===== src/sv/olid_pkg.sv =====
// Shared types and constants for the ordered list block.
// Used by olid_store, olid_ctrl, the top level and the checker.
package olid_pkg;

  localparam int DEPTH   = 16;
  localparam int IDX_W   = $clog2(DEPTH);
  localparam int CNT_W   = $clog2(DEPTH + 1);
  localparam int VAL_W   = 32;
  localparam int ODATA_W = 40;

  typedef enum logic [1:0] {
    MODE_INSERT   = 2'd0,
    MODE_DEL_HEAD = 2'd1,
    MODE_DEL_KEY  = 2'd2,
    MODE_DEL_TAIL = 2'd3
  } mode_t;

  typedef enum logic [1:0] {
    ST_OK        = 2'd0,
    ST_EMPTY     = 2'd1,
    ST_NOT_FOUND = 2'd2,
    ST_FULL      = 2'd3
  } status_t;

  typedef enum logic [2:0] {
    S_IDLE,
    S_READ,
    S_CMP,
    S_SH_RD,
    S_SH_WR,
    S_DONE
  } state_t;

  typedef struct packed {
    logic                    we;
    logic [IDX_W-1:0]        waddr;
    logic signed [VAL_W-1:0] wdata;
    logic [IDX_W-1:0]        raddr;
  } mem_req_t;

  typedef struct packed {
    status_t                 status;
    logic signed [VAL_W-1:0] removed;
    logic [CNT_W-1:0]        count;
  } res_t;

endpackage


===== src/sv/ordered_list_insert_delete.sv =====
// Top level of the ordered list block: stream ports, sequencer, entry
// store and output register. Depends on olid_pkg, olid_ctrl, olid_store.
//
//   channel  dir  tdata                               tuser
//   in_      in   [31:0] value                        [1:0] mode
//   out_     out  [31:0] removed_value, [36:32] count [1:0] status
//
// One request at a time. Insert, empty and full replies need no store read.
// Delete head or tail: one read. Delete by value: one read per entry
// searched plus a read and a write per entry moved, and searched plus moved
// is the count, all through the single read port.
// Synchronous active-low reset empties the list; no clearing pass.
// A held result stalls the sequencer in its final state only.
module ordered_list_insert_delete (
  input  logic                          clk,
  input  logic                          rst_n,
  input  logic                          in_tvalid,
  output logic                          in_tready,
  input  logic [31:0]                   in_tdata,   // [31:0] value
  input  logic [1:0]                    in_tuser,   // [1:0] mode
  output logic                          out_tvalid,
  input  logic                          out_tready,
  output logic [olid_pkg::ODATA_W-1:0]  out_tdata,  // [31:0] removed_value, [36:32] count
  output logic [1:0]                    out_tuser   // [1:0] status
);
  import olid_pkg::*;

  mem_req_t                mem_req;
  logic signed [VAL_W-1:0] rd_data;
  res_t                    res;
  logic                    res_valid, res_ready;
  logic                    out_tvalid_r;
  res_t                    out_res_r;

  olid_ctrl u_ctrl (
    .clk       (clk),
    .rst_n     (rst_n),
    .req_valid (in_tvalid),
    .req_ready (in_tready),
    .req_mode  (mode_t'(in_tuser)),
    .req_value (in_tdata),
    .mem_req   (mem_req),
    .rd_data   (rd_data),
    .res_valid (res_valid),
    .res_ready (res_ready),
    .res       (res)
  );

  olid_store u_store (
    .clk     (clk),
    .req     (mem_req),
    .rd_data (rd_data)
  );

  assign res_ready = !out_tvalid_r || out_tready;

  always_ff @(posedge clk) begin
    if (!rst_n) begin
      out_tvalid_r <= 1'b0;
    end else if (res_valid && res_ready) begin
      out_tvalid_r <= 1'b1;
    end else if (out_tready) begin
      out_tvalid_r <= 1'b0;
    end
  end

  always_ff @(posedge clk) begin
    if (res_valid && res_ready) begin
      out_res_r <= res;
    end
  end

  assign out_tvalid = out_tvalid_r;
  assign out_tuser  = out_res_r.status;
  assign out_tdata  = {(ODATA_W - VAL_W - CNT_W)'(0), out_res_r.count, out_res_r.removed};

endmodule


===== src/sv/olid_store.sv =====
// Entry store: one write port, one registered read port.
// Depends on olid_pkg.
module olid_store (
  input  logic                            clk,
  input  olid_pkg::mem_req_t              req,
  output logic signed [olid_pkg::VAL_W-1:0] rd_data
);
  import olid_pkg::*;

  logic signed [VAL_W-1:0] mem [DEPTH];

  always_ff @(posedge clk) begin
    if (req.we) begin
      mem[req.waddr] <= req.wdata;
    end
    rd_data <= mem[req.raddr];
  end

endmodule


===== src/sv/olid_ctrl.sv =====
// Sequencer for the list: ring pointers, search and compaction loop
// around the single store read port and one equality compare. Depends on olid_pkg.
module olid_ctrl (
  input  logic                              clk,
  input  logic                              rst_n,
  input  logic                              req_valid,
  output logic                              req_ready,
  input  olid_pkg::mode_t                   req_mode,
  input  logic signed [olid_pkg::VAL_W-1:0] req_value,
  output olid_pkg::mem_req_t                mem_req,
  input  logic signed [olid_pkg::VAL_W-1:0] rd_data,
  output logic                              res_valid,
  input  logic                              res_ready,
  output olid_pkg::res_t                    res
);
  import olid_pkg::*;

  state_t                  state_r, state_nxt;
  logic [IDX_W-1:0]        front_r, front_nxt;
  logic [CNT_W-1:0]        count_r, count_nxt;
  mode_t                   mode_r, mode_nxt;
  logic signed [VAL_W-1:0] key_r, key_nxt;
  logic [CNT_W-1:0]        pos_r, pos_nxt;
  status_t                 status_r, status_nxt;
  logic signed [VAL_W-1:0] removed_r, removed_nxt;
  logic [CNT_W:0]          pos_p1, pos_p2;
  logic [IDX_W-1:0]        slot;

  assign pos_p1 = {1'b0, pos_r} + (CNT_W+1)'(1);
  assign pos_p2 = {1'b0, pos_r} + (CNT_W+1)'(2);
  assign slot   = front_r + pos_r[IDX_W-1:0];

  always_ff @(posedge clk) begin
    if (!rst_n) begin
      state_r <= S_IDLE;
      front_r <= '0;
      count_r <= '0;
    end else begin
      state_r <= state_nxt;
      front_r <= front_nxt;
      count_r <= count_nxt;
    end
  end

  always_ff @(posedge clk) begin
    mode_r    <= mode_nxt;
    key_r     <= key_nxt;
    pos_r     <= pos_nxt;
    status_r  <= status_nxt;
    removed_r <= removed_nxt;
  end

  always_comb begin
    state_nxt     = state_r;
    front_nxt     = front_r;
    count_nxt     = count_r;
    mode_nxt      = mode_r;
    key_nxt       = key_r;
    pos_nxt       = pos_r;
    status_nxt    = status_r;
    removed_nxt   = removed_r;
    mem_req.we    = 1'b0;
    mem_req.waddr = slot;
    mem_req.wdata = rd_data;
    mem_req.raddr = slot;
    req_ready     = 1'b0;
    res_valid     = 1'b0;

    case (state_r)
      S_IDLE: begin
        req_ready = 1'b1;
        if (req_valid) begin
          mode_nxt    = req_mode;
          key_nxt     = req_value;
          removed_nxt = '0;
          status_nxt  = ST_OK;
          pos_nxt     = '0;
          state_nxt   = S_DONE;
          if (req_mode == MODE_INSERT) begin
            if (count_r == CNT_W'(DEPTH)) begin
              status_nxt = ST_FULL;
            end else begin
              front_nxt     = front_r - IDX_W'(1);
              mem_req.we    = 1'b1;
              mem_req.waddr = front_r - IDX_W'(1);
              mem_req.wdata = req_value;
              count_nxt     = count_r + CNT_W'(1);
            end
          end else if (count_r == '0) begin
            status_nxt = ST_EMPTY;
          end else begin
            if (req_mode == MODE_DEL_TAIL) begin
              pos_nxt = count_r - CNT_W'(1);
            end
            state_nxt = S_READ;
          end
        end
      end

      S_READ: begin
        // address already on the read port; data arrives next cycle
        state_nxt = S_CMP;
      end

      S_CMP: begin
        case (mode_r)
          MODE_DEL_HEAD: begin
            removed_nxt = rd_data;
            front_nxt   = front_r + IDX_W'(1);
            count_nxt   = count_r - CNT_W'(1);
            state_nxt   = S_DONE;
          end
          MODE_DEL_TAIL: begin
            removed_nxt = rd_data;
            count_nxt   = count_r - CNT_W'(1);
            state_nxt   = S_DONE;
          end
          default: begin
            if (rd_data == key_r) begin
              removed_nxt = rd_data;
              if (pos_p1 < {1'b0, count_r}) begin
                state_nxt = S_SH_RD;
              end else begin
                count_nxt = count_r - CNT_W'(1);
                state_nxt = S_DONE;
              end
            end else if (pos_p1 == {1'b0, count_r}) begin
              status_nxt = ST_NOT_FOUND;
              state_nxt  = S_DONE;
            end else begin
              pos_nxt   = pos_p1[CNT_W-1:0];
              state_nxt = S_READ;
            end
          end
        endcase
      end

      S_SH_RD: begin
        mem_req.raddr = slot + IDX_W'(1);
        state_nxt     = S_SH_WR;
      end

      S_SH_WR: begin
        // close the gap: entry at pos+1 moves down to pos
        mem_req.we = 1'b1;
        pos_nxt    = pos_p1[CNT_W-1:0];
        if (pos_p2 < {1'b0, count_r}) begin
          state_nxt = S_SH_RD;
        end else begin
          count_nxt = count_r - CNT_W'(1);
          state_nxt = S_DONE;
        end
      end

      S_DONE: begin
        res_valid = 1'b1;
        if (res_ready) begin
          state_nxt = S_IDLE;
        end
      end

      default: begin
        state_nxt = S_IDLE;
      end
    endcase
  end

  assign res.status  = status_r;
  assign res.removed = removed_r;
  assign res.count   = count_r;

endmodule


===== config.mk =====
export PLATFORM = sky130hd
export DESIGN_NAME = ordered_list_insert_delete
export DESIGN_NICKNAME = d
export VERILOG_FILES = /design/src/sv/olid_pkg.sv /design/src/sv/ordered_list_insert_delete.sv /design/src/sv/olid_store.sv /design/src/sv/olid_ctrl.sv
export SDC_FILE = /design/constraint.sdc
export NUM_CORES = 1
export LEC_CHECK = 0
export BUFFER_PORTS_ARGS = -buffer_cell sky130_fd_sc_hd__buf_2
export CORE_MARGIN = 2
export CORE_UTILIZATION = 55
export CTS_BUF_LIST = sky130_fd_sc_hd__clkbuf_2
export CTS_CLUSTER_SIZE = 25
export DETAILED_ROUTE_END_ITERATION = 16
export GPL_TIMING_DRIVEN = 0
export MAX_ROUTING_LAYER = met4
export PLACE_DENSITY = 0.72
export SYNTH_ARGS = -nofsm -noshare
export SYNTH_HDL_FRONTEND = slang
export SYNTH_SLANG_ARGS = --single-unit

===== constraint.sdc =====
create_clock -name clk -period 7.4 [get_ports clk]
set_clock_uncertainty 0.15 [all_clocks]
set_input_delay 0.37 -clock clk [delete_from_list [all_inputs] [get_ports clk]]
set_output_delay 0.37 -clock clk [all_outputs]
set_load 0.01 [all_outputs]

# Word level (Yosys, flattened, before mapping)
# Memory sizes are Yosys's and may differ from the RTL's. A register that Yosys moved wholly into a read port is not among the register bits.
# Cells that the tools add are included.
[word_totals]
register_bits = 125
ram_bits = 512
inputBits = 38
out_inout_bits = 44
wordCells = 118
mem_count = 1
[op_classes]
add_sub_neg = 8
magnitude_cmp = 2
n_eq_ne = 23
n_mux = 55
reduce_logical = 17
[mem_list]
columns = ["name", "words", "word_bits", "rd", "rd_clocked_by_memory_dff", "wr", "line", "source"]
rows = [
  ["u_store.mem", 16, 32, 1, 1, 1, "olid_store.sv:10", "logic signed [VAL_W-1:0] mem [DEPTH];"],
]
[ops]
columns = ["cell", "n"]
rows = [
  ["$mux W37", 3],
  ["$mux W32", 3],
  ["$mux W5", 14],
  ["$pmux W32 S2", 1],
  ["$mux W36", 1],
  ["$eq A32 B32 Y1", 1],
  ["$pmux W5 S3", 2],
  ["$mux W3", 9],
  ["$mux W4", 5],
  ["$pmux W3 S6", 1],
  ["$reduce_and A5 Y1", 3],
  ["$ne A2 B2 Y1 const B", 7],
  ["$lt A6 B5 Y1", 2],
  ["$mux W2", 6],
  ["$add A4 B1 Y4 const B", 2],
  ["$pmux W4 S2", 1],
  ["$mux W1", 7],
  ["$reduce_and A7 Y1", 1],
  ["$add A5 B1 Y6 const B", 1],
  ["$add A5 B2 Y6 const B", 1],
  ["$eq A3 B2 Y1 const B", 2],
  ["$eq A3 B3 Y1 const B", 2],
  ["$eq A6 B5 Y1", 1],
  ["$ne A2 B1 Y1 const B", 3],
  ["23 further kinds", 26],
]

# Depth between registers and ports, before layout
[depth]
word_depth = 7
depth_mapped = 10
ltp_nobuf = 10

# By module
# From an unflattened synthesis, not the netlist that was laid out.
[unflattened]
cells_unflattened = 1285
area_unflattened_um2 = 25938.6
[modules_own_cells]
columns = ["mod", "n_inst", "cells_each", "area_each_um2", "seq_area_each_um2"]
rows = [
  ["olid_store", 1, 838, 19835.3, 16015.4],
  ["olid_ctrl", 1, 399, 4848.4, 2432.3],
  ["ordered_list_insert_delete", 1, 48, 1255.0, 1191.1],
]

# Least setup slack after synthesis
# OpenSTA, ideal clock, no wires.
[synth_timing]
path_kind = "reg-to-reg"
start = "reg u_ctrl.state_r[0]"
end = "mem u_store.mem[10][0] (enable)"
setup_ns = 0.421
arrival_ns = 5.068
required_ns = 6.829
path_slack_ns = 1.761
stages_incl_launch_ff = 8
n_path_buf = 2
period_less_slack_ns = 5.639
cell_sequence = "dfxtp_1 > buf_2 > nor4b_2 > nand3_1 > clkbuf_1 > o21ai_0 > nand2_1 > nor2_1"
[synth_between]
elab_chain_len = 4
word_cells_on_any_way = 6
cone_classes = "eq/ne: 1; mux: 4; reduce/logical: 1"
[synth_rtl]
columns = ["element", "line", "source"]
rows = [
  ["start, declared", "olid_ctrl.sv:18", "state_t state_r, state_nxt;"],
  ["start signal, assigned", "olid_ctrl.sv:39", "state_r <= state_nxt;"],
  ["$eq A3 B3 Y1 / $logic_not A3 Y1 (equally long branches)", "olid_ctrl.sv:69", "case (state_r)"],
  ["$pmux W1 S2", "olid_ctrl.sv:69", ""],
  ["$mux W1", "olid_store.sv:13", "if (req.we) begin"],
  ["$mux W1 (implied by the code)", "olid_store.sv:14", "mem[req.waddr] <= req.wdata;"],
  ["end, declared", "olid_store.sv:10", ""],
]
# Several ways; a longest one is shown, not always the timed one.

# Worst setup path in the final report
[layout_timing]
start = "reg u_ctrl.pos_r[0]"
end = "reg u_store.rd_data[11] (netlist bit), read port of u_store.mem"
[layout_between]
elab_chain_len = 3
[layout_rtl]
columns = ["element", "line", "source"]
rows = [
  ["start, declared", "olid_ctrl.sv:23", "logic [CNT_W-1:0] pos_r, pos_nxt;"],
  ["start signal, assigned", "olid_ctrl.sv:48", "pos_r <= pos_nxt;"],
  ["$add A4 B4 Y4 (*)", "olid_ctrl.sv:31", "assign slot = front_r + pos_r[IDX_W-1:0];"],
  ["$add A4 B1 Y4", "olid_ctrl.sv:139", "mem_req.raddr = slot + IDX_W'(1);"],
  ["$mux W4 (*)", "olid_ctrl.sv:69", ""],
  ["end, declared", "olid_store.sv:6", "output logic signed [olid_pkg::VAL_W-1:0] rd_data"],
]
# Mark *: on every way between the ends. The rest lies on a longest branch, timed or not.
# A chain may end at the register's enable or synchronous reset.

==> results.md <==
- Routed wire length per instance: roughly 26 um
- Iteration-0 DRC Markers: 1717
- Worst-margin pin slew: ~1.4 ns
- P_sw: 0.00484 W
- Post-synthesis adder-cell area fraction: 0.0103
- R2r startpoint: u_ctrl.pos_r[0]
- Worst EP required: about 8.5 ns
- Die width: roughly 220 um
- Share of power burned in registers: 0.422
- Reg-to-Reg End: u_store.rd_data[11]
- Crit path time final: between 4 and 5 ns
- Synth Area in Compound Gates: 0.0299
- Top_reg_cell synth: edfxtp_1
- WP depth: 9
- Setup TNS Final: 0 ns
- Hold Fails Final Rpt: 0
- Most common cell after layout, fill and taps aside: edfxtp_1
- Yosys warns: 0
- Fraction of layout cells with a size suffix above 1: 0.293
- Mux share of post-synthesis cell area: 0.114
- Final setup viols: 0
- Max rail drop VDD: between 0.15 and 0.2 mV
- Core ar.: ~47000 um^2
- Initial antenna violation count: 3
- Vias in the first global route: between 15000 and 20000
- Setup CP Type: flip-flop to flip-flop
- Number of enable flip-flop cells after synthesis: ~620
- Unrepaired setup endpoints after global routing: false
- DRC violation count after routing: 0
- DP Area: about 28000 um^2
- Pin count of the biggest net entering global routing: 25
- XOR/XNOR share of the synthesized area: 0.0191
- Root buffer cell: clkbuf_2
- Die area: 49300 um^2
- Final cycle utilization of the critical path: 0.633
- Simple logic cell fraction of the synthesized area: 0.0613
- R2R setup slack: around 2.7 ns
- Slowest CP cell: xnor2_1
- Yosys cell types: 56
- Relative slew slack: 0.0898
- Power, Total: approximately 0.013 W
- Net Sw Frac: 0.370
- Max Clk Rate: around 210 MHz
- Register area share after synthesis: 0.750
- Effective utilization at floorplan: 0.560
- Critical path origin: u_ctrl.pos_r[0]
- DR pass1 iterations: 5
- Clock tree buffer depth: 3
- Final setup margin: 2.72 ns
- H-tree levels: 4
- # rows: between 70 and 80
- First-pass GRT wire length: ~95 mm
- Post-DP HPWL: a little over 40 mm
- GRT Total Usage: 0.277
- Reg clk slew, reported paths: ~0.11 ns
- Port Buffers: 78
- Max-cap violation count: 0
- CTS Buf Count: between 150 and 200
- Combinational Power Share: 0.379
- Clock Sinks: 669
- Slew Viols, Final: 0
- Vias/cell: about 6
- CP Buf/Inv Count: 2
- Crit path DAT: 5.73 ns
- Status: complete, no violations
- Synth top area cells: edfxtp_1, mux4_2, dfxtp_1
- Routed via count: between 15000 and 20000
- GPL Wtd Cong: ~0.86
- Final instance area: 30300 um^2
- Most frequent cells in the layout: edfxtp_1, clkbuf_2, nand2_1
- Layout area overhead: 15.7%
- Worst path cell trace: ha_1 > fa_1 > ha_1 > nand4b_1 > xnor2_1 > clkbuf_1 > clkbuf_1 > nand2_1 > a31oi_1
- Post-synthesis register bit count: between 600 and 700
- Gr ovfl total: 0
- Clk pwr share: 0.199
- Final #Nets: roughly 1800
- Largest family of logic cells by synthesized area: multiplexers
- CP endpoint: u_store.rd_data[11]
- CP endpoint kind: flip-flop
- Total wire length: between 60 and 70 mm
- Worst-path fanout max: 10
- FF-to-FF path depth: 9
- Worst Setup Start Kind: flip-flop
- Pre-CTS setup slack: approximately 2.7 ns
- Post-DRT Antenna Nets: 0
- Cell Pwr Density: about 430 nW/um^2
- Delay-heaviest family, CP: buffers and inverters
- Hold Path Class: input pin to flip-flop
- # IOs: 82
- Mapped Cells: around 1400
- Post_cts resized: 0
- Die height: 222 um
- Worst stage delay on the critical path: between 1 and 1.5 ns
- TritonCTS clock tree: built
- Post-Syn Area per Cell: between 15 and 20 um^2
- Synth top area share: 0.716
- Power Internal: about 0.0082 W
- Leak: around 11 nW
- Synthesized area: approximately 26000 um^2
- Clock Latency Late Sink: 1.36 ns
- Leading area contributor after synthesis: edfxtp_1
- Async set-reset flop share out of synthesis: 0
[stage by stage]
step           std cells  hold slack (ns)  utilization
6_report            2511            0.157        0.647
5_1_grt             2511           0.0838        0.647
4_1_cts             2508          0.00274        0.647
3_5_place_dp        2133            0.255        0.596
3_3_place_gp        2112            0.253        0.585
2_1_floorplan       1427            0.250            -
[worst min-delay path by stage]
stage | start | to | slack, ns | cells past startpoint
2_1_floorplan | u_ctrl.removed_r[0] | out_tdata[0] | 0.25 | 0
3_3_place_gp | u_ctrl.removed_r[13] | out_tdata[13] | 0.25 | 0
3_5_place_dp | u_ctrl.removed_r[10] | out_tdata[10] | 0.25 | 0
4_1_cts | in_tdata[25] | u_store.mem[4][25] | 0.003 | 4
5_1_grt | in_tdata[25] | u_store.mem[5][25] | 0.08 | 4
6_report | in_tdata[25] | u_store.mem[7][25] | 0.16 | 4
[per-layer routing]
| layer | global-route usage | up-vias | part of all wire |
|---|---|---|---|
| met5 | - | - | 0 |
| met4 | 0.0996 | 0 | 0.024 |
| met3 | 0.0771 | 123 | 0.10 |
| met2 | 0.429 | 921 | 0.49 |
| met1 | 0.355 | 7572 | 0.38 |
| li1 | - | 6449 | - |
[timing repair]
action / 4_1_cts / 5_1_grt
buffers inserted: 0 / 0
hold endpoints to repair: 743 / 0
hold buffers: 77 / 0
[layout make-up]
| cell class | instances | area (um^2) |
|---|---|---|
| diodes | 3 | 7.51 |
| plain buffers | 72 | 335 |
| clock buffers | 260 | 1300 |
| clock inverters | 38 | 317 |
| fillers | 3218 | 16500 |
| inverters | 12 | 45.0 |
| multi-input cells | 674 | 6290 |
| flip-flops and latches | 669 | 19600 |
| well taps | 607 | 759 |
| repair buffers | 176 | 1580 |
[Yosys cell counts, drive strengths merged (3+ instances only)]
master and n:
a211oi 36, a21o 3, a21oi 17, a31oi 32
and2 33, and3 38, buf 30, clkbuf 42
dfxtp 45, edfxtp 624, ha 20, inv 12
mux2i 12, mux4 127, nand2 185, nand2b 5
nand3 6, nand3b 3, nand4 8, nor2 29
nor2b 3, nor3 7, nor4 9, o21ai 11
or3 4, xnor2 17, xor2 38
[flip-flops by register name, summed over array words and instances (netlist names)]
register and flops:
u_ctrl.state_r 3, u_ctrl.removed_r 32, u_ctrl.key_r 32, out_tuser 2, u_ctrl.front_r 4, out_tdata 37, u_ctrl.pos_r 5, u_ctrl.count_r 5
u_ctrl.mode_r 2, out_tvalid 1, u_store.mem 512, u_store.rd_data 32, u_ctrl.status_r 2
[worst min-delay path: stages]
cell	delay, ns
dlygate4sd3_1	0.51
buf_2	0.11
nand2_1	0.05
nand2_1	0.37
[power by group through the flow]
stage | registers [W] | logic (W) | clock network, W
after global placement | 0.00560 | 0.00461 | 0
after CTS | 0.00551 | 0.00495 | 0.00265
after floorplan | 0.00549 | 0.00322 | 0
after global routing | 0.00556 | 0.00531 | 0.00284
final | 0.00552 | 0.00495 | 0.00260
after detailed placement | 0.00560 | 0.00489 | 0
[logic make-up (layout without fill, tap and decap cells)]
family,after synthesis,in the layout
flip-flops,669,669
multiplexers,140,140
AND/OR/NAND/NOR,338,338
XOR/XNOR,55,55
buffers and inverters,84,558
other,1,6
AO/OA/AOI/OAI,117,117
adder cells (fa/ha/maj),21,21
No activity file was read; power rests on OpenSTA's default activity.
